<file path="src/hdl/edidnp_pkg.sv">
// Package: beat types, constants and sequencer states for the EDID name parser.
package edidnp_pkg;

    localparam int unsigned NAME_LEN = 13;

    localparam logic [6:0] BLOCK_LAST = 7'd127;
    localparam logic [6:0] HDR_END    = 7'd8;
    localparam logic [6:0] HDR_LAST   = 7'd7;
    localparam logic [6:0] DESC_FIRST = 7'h36;
    localparam logic [6:0] DESC_PRE   = 7'h35;
    localparam logic [6:0] DESC_END   = 7'h7E;

    localparam logic [4:0] DESC_LAST  = 5'd17;
    localparam logic [4:0] OFF_TAG    = 5'd3;
    localparam logic [4:0] OFF_NAME   = 5'd5;

    localparam logic [7:0] NAME_TAG   = 8'hFC;
    localparam logic [7:0] LINE_FEED  = 8'h0A;
    localparam logic [7:0] BYTE_ONES  = 8'hFF;

    localparam logic [3:0] IDX_LAST   = 4'(NAME_LEN - 1);

    typedef struct packed {
        logic [7:0] data_byte;
        logic       block_start;
    } in_beat_t;

    typedef struct packed {
        logic [7:0] name_char;
        logic [3:0] char_index;
        logic       checksum_ok;
        logic       header_ok;
        logic       name_found;
        logic       last_char;
    } out_beat_t;

    typedef enum logic [1:0] {
        ST_IDLE,
        ST_READ,
        ST_LOAD
    } state_t;

endpackage

</file>
<file path="src/hdl/edid_block_name_parser_unit.sv">
// Top level: EDID base block parser with name store in a small synchronous RAM.
//
//  channel  | valid      | stall      | beat       | carries
//  ---------+------------+------------+------------+-------------------------------
//  input    | byte_valid | byte_stall | byte_beat  | data_byte, block_start
//  output   | name_valid | name_stall | name_beat  | name_char, index, flags
//
// One byte is taken per cycle while the sequencer is idle. After byte 127 input
// stalls while the 13 name beats are read out, each by a RAM read and then an
// output register load, and for as long as any output stall holds the load.
// Reset (rst_n, async, active low) clears control state; the RAM is not
// cleared, per-entry valid bits make unwritten entries read as zero.
// A waiting output beat holds the sequencer in its load step; input may resume
// while the final beat still sits in the output register.
module edid_block_name_parser_unit (
    input  logic                   clk,
    input  logic                   rst_n,
    input  logic                   byte_valid,
    output logic                   byte_stall,
    input  edidnp_pkg::in_beat_t   byte_beat,
    output logic                   name_valid,
    input  logic                   name_stall,
    output edidnp_pkg::out_beat_t  name_beat
);

    // name store RAM, written during the descriptors, read during read-out
    logic [7:0] name_mem [edidnp_pkg::NAME_LEN];
    logic [7:0] rdata_reg;

    // block tracking state
    logic [6:0]                    pos_reg,    pos_next;
    logic [7:0]                    sum_reg,    sum_next;
    logic                          hdr_reg,    hdr_next;
    logic                          zflag_reg,  zflag_next;
    logic                          tmatch_reg, tmatch_next;
    logic                          seen_reg,   seen_next;
    logic [4:0]                    off_reg,    off_next;
    logic [edidnp_pkg::NAME_LEN-1:0] valid_reg, valid_next;

    // read-out sequencer and output register
    edidnp_pkg::state_t            state_reg,  state_next;
    logic [3:0]                    idx_reg,    idx_next;
    logic                          oval_reg,   oval_next;
    edidnp_pkg::out_beat_t         obeat_reg,  obeat_next;

    // RAM port controls
    logic       wr_en;
    logic [3:0] wr_addr;
    logic [7:0] wr_data;
    logic       rd_en;

    // per-byte working values
    logic       take;
    logic       start;
    logic [6:0] p;
    logic [7:0] b;
    logic [7:0] sum_base;
    logic       hdr_base;
    logic       zflag_base;
    logic       tmatch_base;
    logic       seen_base;
    logic       in_desc;

    assign byte_stall = (state_reg != edidnp_pkg::ST_IDLE);
    assign name_valid = oval_reg;
    assign name_beat  = obeat_reg;

    always_comb
    begin
        take  = byte_valid && !byte_stall;
        b     = byte_beat.data_byte;
        start = byte_beat.block_start || (pos_reg == 7'd0);
        p     = start ? 7'd0 : pos_reg;

        // start of block clears all per-block state before the byte is used
        sum_base    = start ? 8'd0 : sum_reg;
        hdr_base    = start ? 1'b1 : hdr_reg;
        zflag_base  = start ? 1'b0 : zflag_reg;
        tmatch_base = start ? 1'b0 : tmatch_reg;
        seen_base   = start ? 1'b0 : seen_reg;

        in_desc = (p >= edidnp_pkg::DESC_FIRST) && (p < edidnp_pkg::DESC_END);

        pos_next    = pos_reg;
        sum_next    = sum_reg;
        hdr_next    = hdr_reg;
        zflag_next  = zflag_reg;
        tmatch_next = tmatch_reg;
        seen_next   = seen_reg;
        off_next    = off_reg;
        valid_next  = valid_reg;
        wr_en       = 1'b0;
        wr_addr     = 4'(off_reg - edidnp_pkg::OFF_NAME);
        wr_data     = (b == edidnp_pkg::LINE_FEED) ? 8'd0 : b;

        state_next  = state_reg;
        idx_next    = idx_reg;
        rd_en       = 1'b0;
        oval_next   = oval_reg && name_stall;
        obeat_next  = obeat_reg;

        unique case (state_reg)
            edidnp_pkg::ST_IDLE:
            begin
                if (take)
                begin
                    sum_next    = sum_base + b;
                    hdr_next    = hdr_base;
                    zflag_next  = zflag_base;
                    tmatch_next = tmatch_base;
                    seen_next   = seen_base;
                    valid_next  = start ? '0 : valid_reg;

                    if (p < edidnp_pkg::HDR_END)
                    begin
                        if (!((b == edidnp_pkg::BYTE_ONES) ||
                              (((p == 7'd0) || (p == edidnp_pkg::HDR_LAST)) &&
                               (b == 8'd0))))
                            hdr_next = 1'b0;
                    end

                    if (in_desc)
                    begin
                        if (off_reg == 5'd0)
                        begin
                            zflag_next  = (b == 8'd0);
                            tmatch_next = 1'b0;
                        end
                        else if (off_reg == edidnp_pkg::OFF_TAG)
                        begin
                            tmatch_next = (b == edidnp_pkg::NAME_TAG);
                            if (zflag_base && (b == edidnp_pkg::NAME_TAG))
                                seen_next = 1'b1;
                        end
                        else if ((off_reg >= edidnp_pkg::OFF_NAME) &&
                                 zflag_base && tmatch_base)
                        begin
                            wr_en               = 1'b1;
                            valid_next[wr_addr] = 1'b1;
                        end
                    end

                    // descriptor offset counter, lined up on the byte before 0x36
                    if ((p == edidnp_pkg::DESC_PRE) || (off_reg == edidnp_pkg::DESC_LAST))
                        off_next = 5'd0;
                    else
                        off_next = off_reg + 5'd1;

                    pos_next = p + 7'd1;

                    if (p == edidnp_pkg::BLOCK_LAST)
                    begin
                        idx_next   = 4'd0;
                        state_next = edidnp_pkg::ST_READ;
                    end
                end
            end

            edidnp_pkg::ST_READ:
            begin
                rd_en      = 1'b1;
                state_next = edidnp_pkg::ST_LOAD;
            end

            edidnp_pkg::ST_LOAD:
            begin
                if (!oval_reg || !name_stall)
                begin
                    oval_next              = 1'b1;
                    obeat_next.name_char   = valid_reg[idx_reg] ? rdata_reg : 8'd0;
                    obeat_next.char_index  = idx_reg;
                    obeat_next.checksum_ok = (sum_reg == 8'd0);
                    obeat_next.header_ok   = hdr_reg;
                    obeat_next.name_found  = seen_reg;
                    obeat_next.last_char   = (idx_reg == edidnp_pkg::IDX_LAST);
                    if (idx_reg == edidnp_pkg::IDX_LAST)
                        state_next = edidnp_pkg::ST_IDLE;
                    else
                    begin
                        idx_next   = idx_reg + 4'd1;
                        state_next = edidnp_pkg::ST_READ;
                    end
                end
            end

            default:
            begin
                state_next = edidnp_pkg::ST_IDLE;
            end
        endcase
    end

    // name store: one write port, one registered read port
    always_ff @(posedge clk)
    begin
        if (wr_en)
            name_mem[wr_addr] <= wr_data;
        if (rd_en)
            rdata_reg <= name_mem[idx_reg];
    end

    always_ff @(posedge clk or negedge rst_n)
    begin
        if (!rst_n)
        begin
            pos_reg    <= '0;
            sum_reg    <= '0;
            hdr_reg    <= 1'b1;
            zflag_reg  <= 1'b0;
            tmatch_reg <= 1'b0;
            seen_reg   <= 1'b0;
            off_reg    <= '0;
            valid_reg  <= '0;
            state_reg  <= edidnp_pkg::ST_IDLE;
            idx_reg    <= '0;
            oval_reg   <= 1'b0;
        end
        else
        begin
            pos_reg    <= pos_next;
            sum_reg    <= sum_next;
            hdr_reg    <= hdr_next;
            zflag_reg  <= zflag_next;
            tmatch_reg <= tmatch_next;
            seen_reg   <= seen_next;
            off_reg    <= off_next;
            valid_reg  <= valid_next;
            state_reg  <= state_next;
            idx_reg    <= idx_next;
            oval_reg   <= oval_next;
        end
    end

    // output payload holds while stalled; no reset needed
    always_ff @(posedge clk)
    begin
        obeat_reg <= obeat_next;
    end

endmodule

</file>
<file path="config.mk">
export PLATFORM = sky130hd
export DESIGN_NAME = edid_block_name_parser_unit
export DESIGN_NICKNAME = d
export VERILOG_FILES = /design/src/hdl/edidnp_pkg.sv /design/src/hdl/edid_block_name_parser_unit.sv
export SDC_FILE = /design/constraint.sdc
export NUM_CORES = 1
export LEC_CHECK = 0
export ABC_AREA = 1
export BUFFER_PORTS_ARGS = -buffer_cell sky130_fd_sc_hd__buf_2
export CAP_MARGIN = 10
export CORE_MARGIN = 2
export CORE_UTILIZATION = 45
export CTS_CLUSTER_DIAMETER = 150
export CTS_CLUSTER_SIZE = 28
export DETAILED_ROUTE_END_ITERATION = 16
export PLACE_DENSITY_LB_ADDON = 0.25
export SLEW_MARGIN = 20
export SYNTH_ARGS = -nofsm -noshare
export SYNTH_HDL_FRONTEND = slang
export SYNTH_SLANG_ARGS = --single-unit
</file>
<file path="constraint.sdc">
create_clock -name clk -period 3.9 [get_ports clk]
set_input_delay 0.585 -clock clk [delete_from_list [all_inputs] [get_ports clk]]
set_output_delay 0.585 -clock clk [all_outputs]
set_load 0.1 [all_outputs]
</file>
======== Yosys cells after proc, flatten, opt, wreduce, memory -nomap -nowiden ========
Memories as Yosys holds them, arrays and structs flattened. A register that Yosys moved wholly into a read port is not among the register bits.
Cells that the tools add are included.
operators by class
  $lt $le $gt $ge ......................... 7
  multiplexer cells ....................... 49
  add/subtract/negate cells ............... 5
  equal/unequal tests ..................... 15
  reduce and logical (&&, ||, !) cells .... 28
  bitwise logic cells ..................... 1
operators with widths
  operator                                                                       count
  13-bit two-way mux                                                             5
  1-bit two-way mux                                                              29
  8-bit == test (second input constant)                                          2
  8-bit logical NOT                                                              2
  4-bit two-way mux                                                              4
  8-bit two-way mux                                                              2
  7-bit logical NOT                                                              2
  13-bit bitwise OR                                                              1
  4-bit by 5-bit less-than comparator with 1-bit output (second input constant)  2
  8-bit adder                                                                    1
  8-bit by 4-bit == test with 1-bit output (second input constant)               1
  1-bit logical AND                                                              8
  2-bit != test (second input constant)                                          4
  4-bit case mux with 2 select lines                                             1
  7-bit by 1-bit adder with 7-bit output (second input constant)                 1
  7-bit by 3-bit == test with 1-bit output (second input constant)               1
  7-bit by 6-bit == test with 1-bit output (second input constant)               1
  7-bit == test (second input constant)                                          1
  7-bit by 6-bit >= comparator with 1-bit output (second input constant)         1
  7-bit by 4-bit less-than comparator with 1-bit output (second input constant)  1
  7-bit less-than comparator (second input constant)                             1
  7-bit two-way mux                                                              1
  2-bit two-way mux                                                              3
  2-bit case mux with 3 select lines                                             1
  21 further kinds                                                               29
word-level totals
  memories kept ........................... 1
  memory bits (writable) .................. 104
  output and inout bits ................... 18
  logic and storage cells ................. 123
  register bits after elaboration ......... 60
memories
  name      depth  bits a word  rd ports  clocked after memory_dff  write ports  RTL line                           RTL
  name_mem  13     8            1         1                         1            edid_block_name_parser_unit.sv:27  logic [7:0] name_mem [edidnp_pkg::NAME_LEN];

======== Logic depth before layout (Yosys ltp) ========
Gate-level depths: netlist of the first run.
  word-level depth ........................ 13
  mapped depth ............................ 17
  gate-level depth less buffers ........... 15

======== Least setup slack after synthesis of the first run ========
OpenSTA, ideal clock, no wires.
  path kind ............................... flip-flop to flip-flop
  start ................................... register pos_reg[1]
  end ..................................... memory name_mem[10][0], enable pin
  data required time ...................... 3515 ps
  arrival time ............................ 2302 ps
  stages on the path, launching flop included .. 15
  slack ................................... 1212 ps
  path buffers ............................ 2
  cell sequence ........................... dfrtp_1 inv_1 nand2_1 nor2_1 nand2_2 nand2_4 buf_6 nor2_1 inv_1 ha_1 a31oi_1 nand2_1 nand2_1 buf_4 nor3b_1
between the ends
  word-level cells in the longest chain between the ends .. 13
  elaborated cells between the ends (all ways) .. 18
RTL lines
  element                                                                                                 RTL line                            RTL
  from (decl)                                                                                             edid_block_name_parser_unit.sv:31   logic [6:0] pos_reg, pos_next;
  from (signal assigned)                                                                                  edid_block_name_parser_unit.sv:220  pos_reg <= pos_next;
  parallel branches: the longest is 8 deep, another holds 7-bit by 6-bit >= comparator with 1-bit output  n/a
  1-bit two-way mux *                                                                                     edid_block_name_parser_unit.sv:122  if (in_desc)
  1-bit two-way mux *                                                                                     edid_block_name_parser_unit.sv:105  if (take)
  1-bit two-way mux *                                                                                     edid_block_name_parser_unit.sv:102  unique case (state_reg)
  1-bit two-way mux *                                                                                     edid_block_name_parser_unit.sv:196  if (wr_en)
  1-bit two-way mux (not written as such) *                                                               edid_block_name_parser_unit.sv:197  name_mem[wr_addr] <= wr_data;
  to (decl)                                                                                               edid_block_name_parser_unit.sv:27
Mark *: on every way between the ends.

======== Final worst setup path of the first run ========
  start ................................... register pos_reg[2]
  end ..................................... memory name_mem[7][0], enable pin
Same word-level chain as after synthesis.

==> flow_metrics.py, run 1 <==
metrics = {
    "cells_and_area": {
        "final_common_cell": "edfxtp_1",
        "multi_input_area_mm2": 0.00244,
        "antennaDiodeCount": 0,
        "drive_gt1_share_pct": 11.4,
        "fin_cells": 1015,
        "largest_reg_flops": 104,
        "nets": 811,
        "seq_area_mm2": 0.00495,
        "fillers": 1553,
        "layout_common_cells": "edfxtp_1, nor2_1, nand2_1",
        "syn_to_final_growth_pct": 12.1,
    },
    "drt": {
        "wl_um": 17900,
        "dr_total_vias": 5471,
        "first_iter_violations": 514,
        "wl_per_cell_um": 17.7,
        "avgViaCountPerCell": 5.39,
        "drtPass1Iterations": 5,
        "drc": 0,
        "ant_nets": 0,
    },
    "synthesis": {
        "ys_ff_latch": 172,
        "postSynth.asyncResetShare_pct": 25.6,
        "synthTopCellsByArea": "edfxtp_1, dfrtp_1, nor2_1",
        "ys_types": 41,
        "synth_ff_type": "edfxtp_1",
        "yosysSeqAreaShare_pct": 63.1,
        "syn-num-nets": 788,
        "syn_avg_cell_area_um2": 10.4,
        "netlist_area_mm2": 0.00784,
        "synth_edf_count": 128,
        "netlist.area_leader.share_pct": 49.0,
        "yosysWarningCount": 0,
        "synth_cells": 754,
        "synth_largest_area_cell": "edfxtp_1",
    },
    "placed_design": {
        "dp_slack_ns": 0.560,
        "portBuffers": 30,
        "place_congestion": 0.879,
        "place_inst": 983,
        "dpl.hpwl_um": 12000,
    },
    "clock_network": {
        "post-cts-setup-buffer-count": 0,
        "ctsHtreeMaxLevel": 4,
        "cts.clk_slew.worst_paths_ns": 0.06,
        "cts_inserted_buffers": 17,
        "cts_sinks": 172,
        "tritoncts": "yes",
        "root_buffer": "clkbuf_16",
        "cts_hold_buf": 0,
        "clockBufferDepth": 2,
        "clk_latency_ns": 0.43,
        "cts_resized": 0,
    },
    "status": {
        "outcome": "finished clean",
    },
    "sta": {
        "relSlewSlack_pct": 42.3,
        "setup_viol": 0,
        "fin_ws_ns": 0.612,
        "clock.fmax_mhz": 304,
        "tns_ns": 0,
        "grt_setup_unrepaired": "false",
        "hold_viol": 0,
        "worst_pin_slew_ns": 0.865,
        "slew_violations": 0,
        "fin_hold_ws_ns": 0.162,
        "finalCriticalPeriod_ns": 3.29,
        "skew_ns": 0.00616,
        "fin_crit_sh_pct": 84.3,
    },
    "critical_path": {
        "end_kind": "flip-flop",
        "required_ns": 3.96,
        "path_class": "flip-flop to flip-flop",
        "slowest_delay_ns": 0.54,
        "critical_path.slowest_cell": "nor2_1",
        "crit_arrival_ns": 3.35,
        "cp_cell_sequence": "inv_2 -> nand2_1 -> nor2_1 -> nand2_2 -> nand2_4 -> nor2_1 -> inv_1 -> ha_1 -> a31oi_1 -> nand2_1 -> nand2_1 -> inv_1 -> nand3_1 -> nor2_1",
        "critPathMaxFanout": 14,
        "startpoint_type": "flip-flop",
        "cpLargestDelayFamily": "simple AND/OR/NAND/NOR gates",
        "worst-path-buf-inv": 3,
    },
    "floorplan": {
        "fp-row-count": 48,
        "coreArea_mm2": 0.0172,
        "ios": 31,
        "dieArea_mm2": 0.0185,
        "die_h_um": 136,
        "initial_utilization_pct": 45.6,
        "fp.dieW_um": 136,
    },
    "worst_hold_path": {
        "hp-class": "input pin to asynchronous set/reset pin",
    },
    "global_routing": {
        "grt_pass1_wl_um": 28600,
        "grt_overflow": 0,
        "grt_pass1_vias": 5216,
        "antenna_found_initial": 0,
        "gr-usage-all-layers_pct": 20.5,
        "grt_max_degree": 58,
    },
    "job": {
        "max_cap_viol_count": 0,
    },
    "power_and_ir_drop": {
        "irDropWorstVdd_mv": 0.415,
        "leakage_uw": 0.00351,
        "power_density_mw_per_mm2": 652,
    },
}
power breakdown:
group / total [uW] / switching, uW / internal [uW]
clock network: 1710 / 702 / 1010
logic: 1760 / 1320 / 439
registers: 2250 / 95.0 / 2160
metrics by stage:
step                      util [%]  cell area [um2]  total power (uW)
final                         51.1             8780              5720
after detailed placement      47.6             8180              4030
after global routing          51.1             8780              6010
after global placement        47.6             8180              4010
after CTS                     51.1             8780              5730
after floorplan                  -             7840              3610
cell families (layout without fill, tap and decap cells):
logic type               after synthesis  after routing  synth area share (%)
AO/OA/AOI/OAI                        149            149                  10.6
adder cells (fa/ha/maj)               21             21                  3.45
AND/OR/NAND/NOR                      285            285                  15.6
buffers and inverters                114            150                  5.78
XOR/XNOR                              13             13                  1.45
flip-flops                           172            172                  63.1
cells in the mapped netlist, types with 6 or more instances:
cell type  count
o221ai_1       6
a21oi_1       11
o22ai_1       26
xor2_1        10
buf_2          7
nand4_1       12
nand2_1       87
nor3_1         8
inv_1         71
nand3_1       37
clkbuf_1      25
nor2_1       125
ha_1          20
inv_2          6
o21ai_0       86
o21ai_1        9
dfrtp_1       43
edfxtp_1     128
cell type report:
class | instances | area share, %
tap | 225 | 3.21
clock inverter | 14 | 1.89
inverter | 78 | 3.35
timing repair buffer | 40 | 2.59
multi-input combinational | 468 | 27.8
clock buffer | 18 | 4.89
sequential | 172 | 56.3
layer usage:
layer	global-route usage (%)	vias up	part of all wire, %
li1	-	2635	-
met1	29.5	2658	47
met2	32.1	157	46
met3	3.77	21	5.1
met4	5.73	0	1.3
met5	0	-	0
worst paths after layout:
check                             startpoint        endpoint  slack [ns]  depth (start not counted)
worst max-delay path              pos_reg[2]  name_mem[7][0]        0.61                         14
worst min-delay path                   rst_n      idx_reg[3]        0.16                          1
worst max register to register    pos_reg[2]  name_mem[7][0]        0.61                         14
worst min register to register  valid_reg[5]    valid_reg[5]        0.48                          2
max in group asynchronous              rst_n    valid_reg[5]        3.33                          1
min in group clk                  name_stall      name_valid        0.42                          3
Power figures use the tool's default switching activity.
==> inputs of run 2 (changes only) <==
==> constraint.sdc (replaced) <==
create_clock -name clk -period 2.85 [get_ports clk]
set_input_delay 0.4275 -clock clk [delete_from_list [all_inputs] [get_ports clk]]
set_output_delay 0.4275 -clock clk [all_outputs]
set_load 0.1 [all_outputs]
==> run 2 against run 1 <==
The run now ends with negative hold slack left; final cell count rose by 1.4%; core utilization rose by 0.36 points; sequential power rose by 37%; worst setup slack got worse by 0.41 ns; first-iteration DRC count rose by 21%; sequential share of layout area fell by 0.40 points; critical path depth rose by 2; clock-buffer cell count rose by 3; fmax rose by 24%; combinational power rose by 39%; clock skew rose by 0.0025 ns; critical path type unchanged; critical endpoint is now sum_reg[6].
==> flow_metrics.py, run 2 (synthesis results as in run 1) <==
metrics = {
    "drt": {
        "first_iter_violations": 623,
        "drc": 0,
        "dr_total_vias": 5639,
        "drtPass1Iterations": 5,
        "wl_um": 18300,
        "ant_nets": 0,
        "avgViaCountPerCell": 5.48,
        "wl_per_cell_um": 17.7,
    },
    "floorplan": {
        "fp.dieW_um": 136,
        "fp-row-count": 48,
        "ios": 31,
        "coreArea_mm2": 0.0172,
        "dieArea_mm2": 0.0185,
        "die_h_um": 136,
        "initial_utilization_pct": 45.6,
    },
    "clock_network": {
        "tritoncts": "yes",
        "post-cts-setup-buffer-count": 0,
        "clk_latency_ns": 0.43,
        "ctsHtreeMaxLevel": 4,
        "cts.clk_slew.worst_paths_ns": 0.06,
        "cts_hold_buf": 0,
        "root_buffer": "clkbuf_16",
        "cts_sinks": 172,
        "cts_inserted_buffers": 17,
        "clockBufferDepth": 2,
    },
    "cells_and_area": {
        "antennaDiodeCount": 0,
        "layout_common_cells": "edfxtp_1, nor2_1, nand2_1",
        "nets": 825,
        "final_common_cell": "edfxtp_1",
        "fillers": 1552,
        "syn_to_final_growth_pct": 12.9,
        "largest_reg_flops": 104,
        "drive_gt1_share_pct": 13.2,
        "seq_area_mm2": 0.00495,
        "multi_input_area_mm2": 0.00244,
        "final_core_util_pct": 51.5,
    },
    "sta": {
        "finalCriticalPeriod_ns": 2.64,
        "relSlewSlack_pct": 47.2,
        "skew_ns": 0.00870,
        "hold_viol": 9,
        "tns_ns": 0,
        "fin_hold_ws_ns": -0.00713,
        "grt_setup_unrepaired": "false",
        "clock.fmax_mhz": 378,
        "slew_violations": 0,
        "setup_viol": 0,
        "fin_crit_sh_pct": 92.7,
        "worst_pin_slew_ns": 0.789,
    },
    "global_routing": {
        "grt_overflow": 0,
        "gr-usage-all-layers_pct": 20.8,
        "grt_max_degree": 58,
        "grt_pass1_vias": 5379,
        "grt_pass1_wl_um": 28600,
        "antenna_found_initial": 0,
    },
    "critical_path": {
        "startpoint_type": "flip-flop",
        "path_class": "flip-flop to flip-flop",
        "end_kind": "flip-flop",
        "critPathMaxFanout": 9,
        "required_ns": 3.16,
        "crit_arrival_ns": 2.95,
    },
    "job": {
        "max_cap_viol_count": 0,
    },
    "power_and_ir_drop": {
        "irDropWorstVdd_mv": 0.478,
        "leakage_uw": 0.00355,
        "power_density_mw_per_mm2": 869,
    },
    "placed_design": {
        "dpl.hpwl_um": 12400,
        "place_congestion": 0.952,
        "portBuffers": 30,
    },
    "worst_hold_path": {
        "hp-class": "input pin to asynchronous set/reset pin",
    },
    "status": {
        "failed_checks": "negative hold slack",
        "outcome": "complete, but fails checks",
    },
}
-- run 2: cell count changes in the layout (fill, tap and decap cells not counted), sizes merged --
cell | previous run | this run
clkinv | 7 | 4
clkbuf | 18 | 21
buf | 40 | 54
clkinvlp | 2 | 5
bufinv | 3 | 0
-- run 2: power breakdown --
part           switching, uW  internal, uW
sequential               130          2950
clock                    983          1170
combinational           1830           619
total                   2940          4740
-- run 2: repair_timing --
action                                 in CTS  in global routing
resized for setup                           0                  1
setup endpoints to repair                   0                  1
endpoints found under the hold margin       0                  0
-- run 2: layer usage --
layer  track usage (%)  part of all wire, %
met1              28.4                   45
met2              31.9                   46
met5                 0                    0
met3              5.59                  6.6
met4              8.28                  2.6
-- run 2: metrics by stage --
stage	std cells	area, um2	power (uW)	worst slack (ns)	hold slack, ns
CTS	1029	8840	7690	0.193	0.199
global route	1029	8840	8070	0.0291	0.0288
global placement	997	8290	5520	0.326	0.450
floorplan	754	7840	4930	0.162	0.132
detailed placement	997	8290	5550	0.218	0.456
finish	1029	8840	7680	0.207	-0.00713
-- run 2: path summary, 6_finish.rpt --
path / start / end / slack, ns / cells past startpoint
hold / removal: rst_n / idx_reg[3] / -0.007 / 1
min in group clk: name_stall / name_valid / 0.24 / 3
setup / recovery: pos_reg[1] / sum_reg[6] / 0.21 / 16
setup reg to reg: pos_reg[1] / sum_reg[6] / 0.21 / 16
max in group asynchronous: rst_n / off_reg[4] / 2.46 / 1
hold reg to reg: seen_reg / name_beat[1] / 0.47 / 0
-- run 2: critical path, stage by stage, from the launching register on --
cell     delay [ns]
dfrtp_1        0.40
inv_1          0.13
nand2_1        0.08
nor2_1         0.12
nand2_2        0.09
nand2_4        0.12
buf_4          0.18
nor2_1         0.05
ha_1           0.21
fa_1           0.40
nand3_1        0.10
nand3_1        0.08
nand2_1        0.09
nand2_1        0.07
a21oi_2        0.15
xor2_1         0.17
o21ai_0        0.08
-- run 2: cell type report --
type	instances	share of cell area, %
Sequential cell	172	55.9
Multi-Input combinational cell	468	27.6
Clock buffer	21	5.21
Timing Repair Buffer	54	3.76
Inverter	78	3.32
Tap cell	225	3.18
Clock inverter	11	1.00
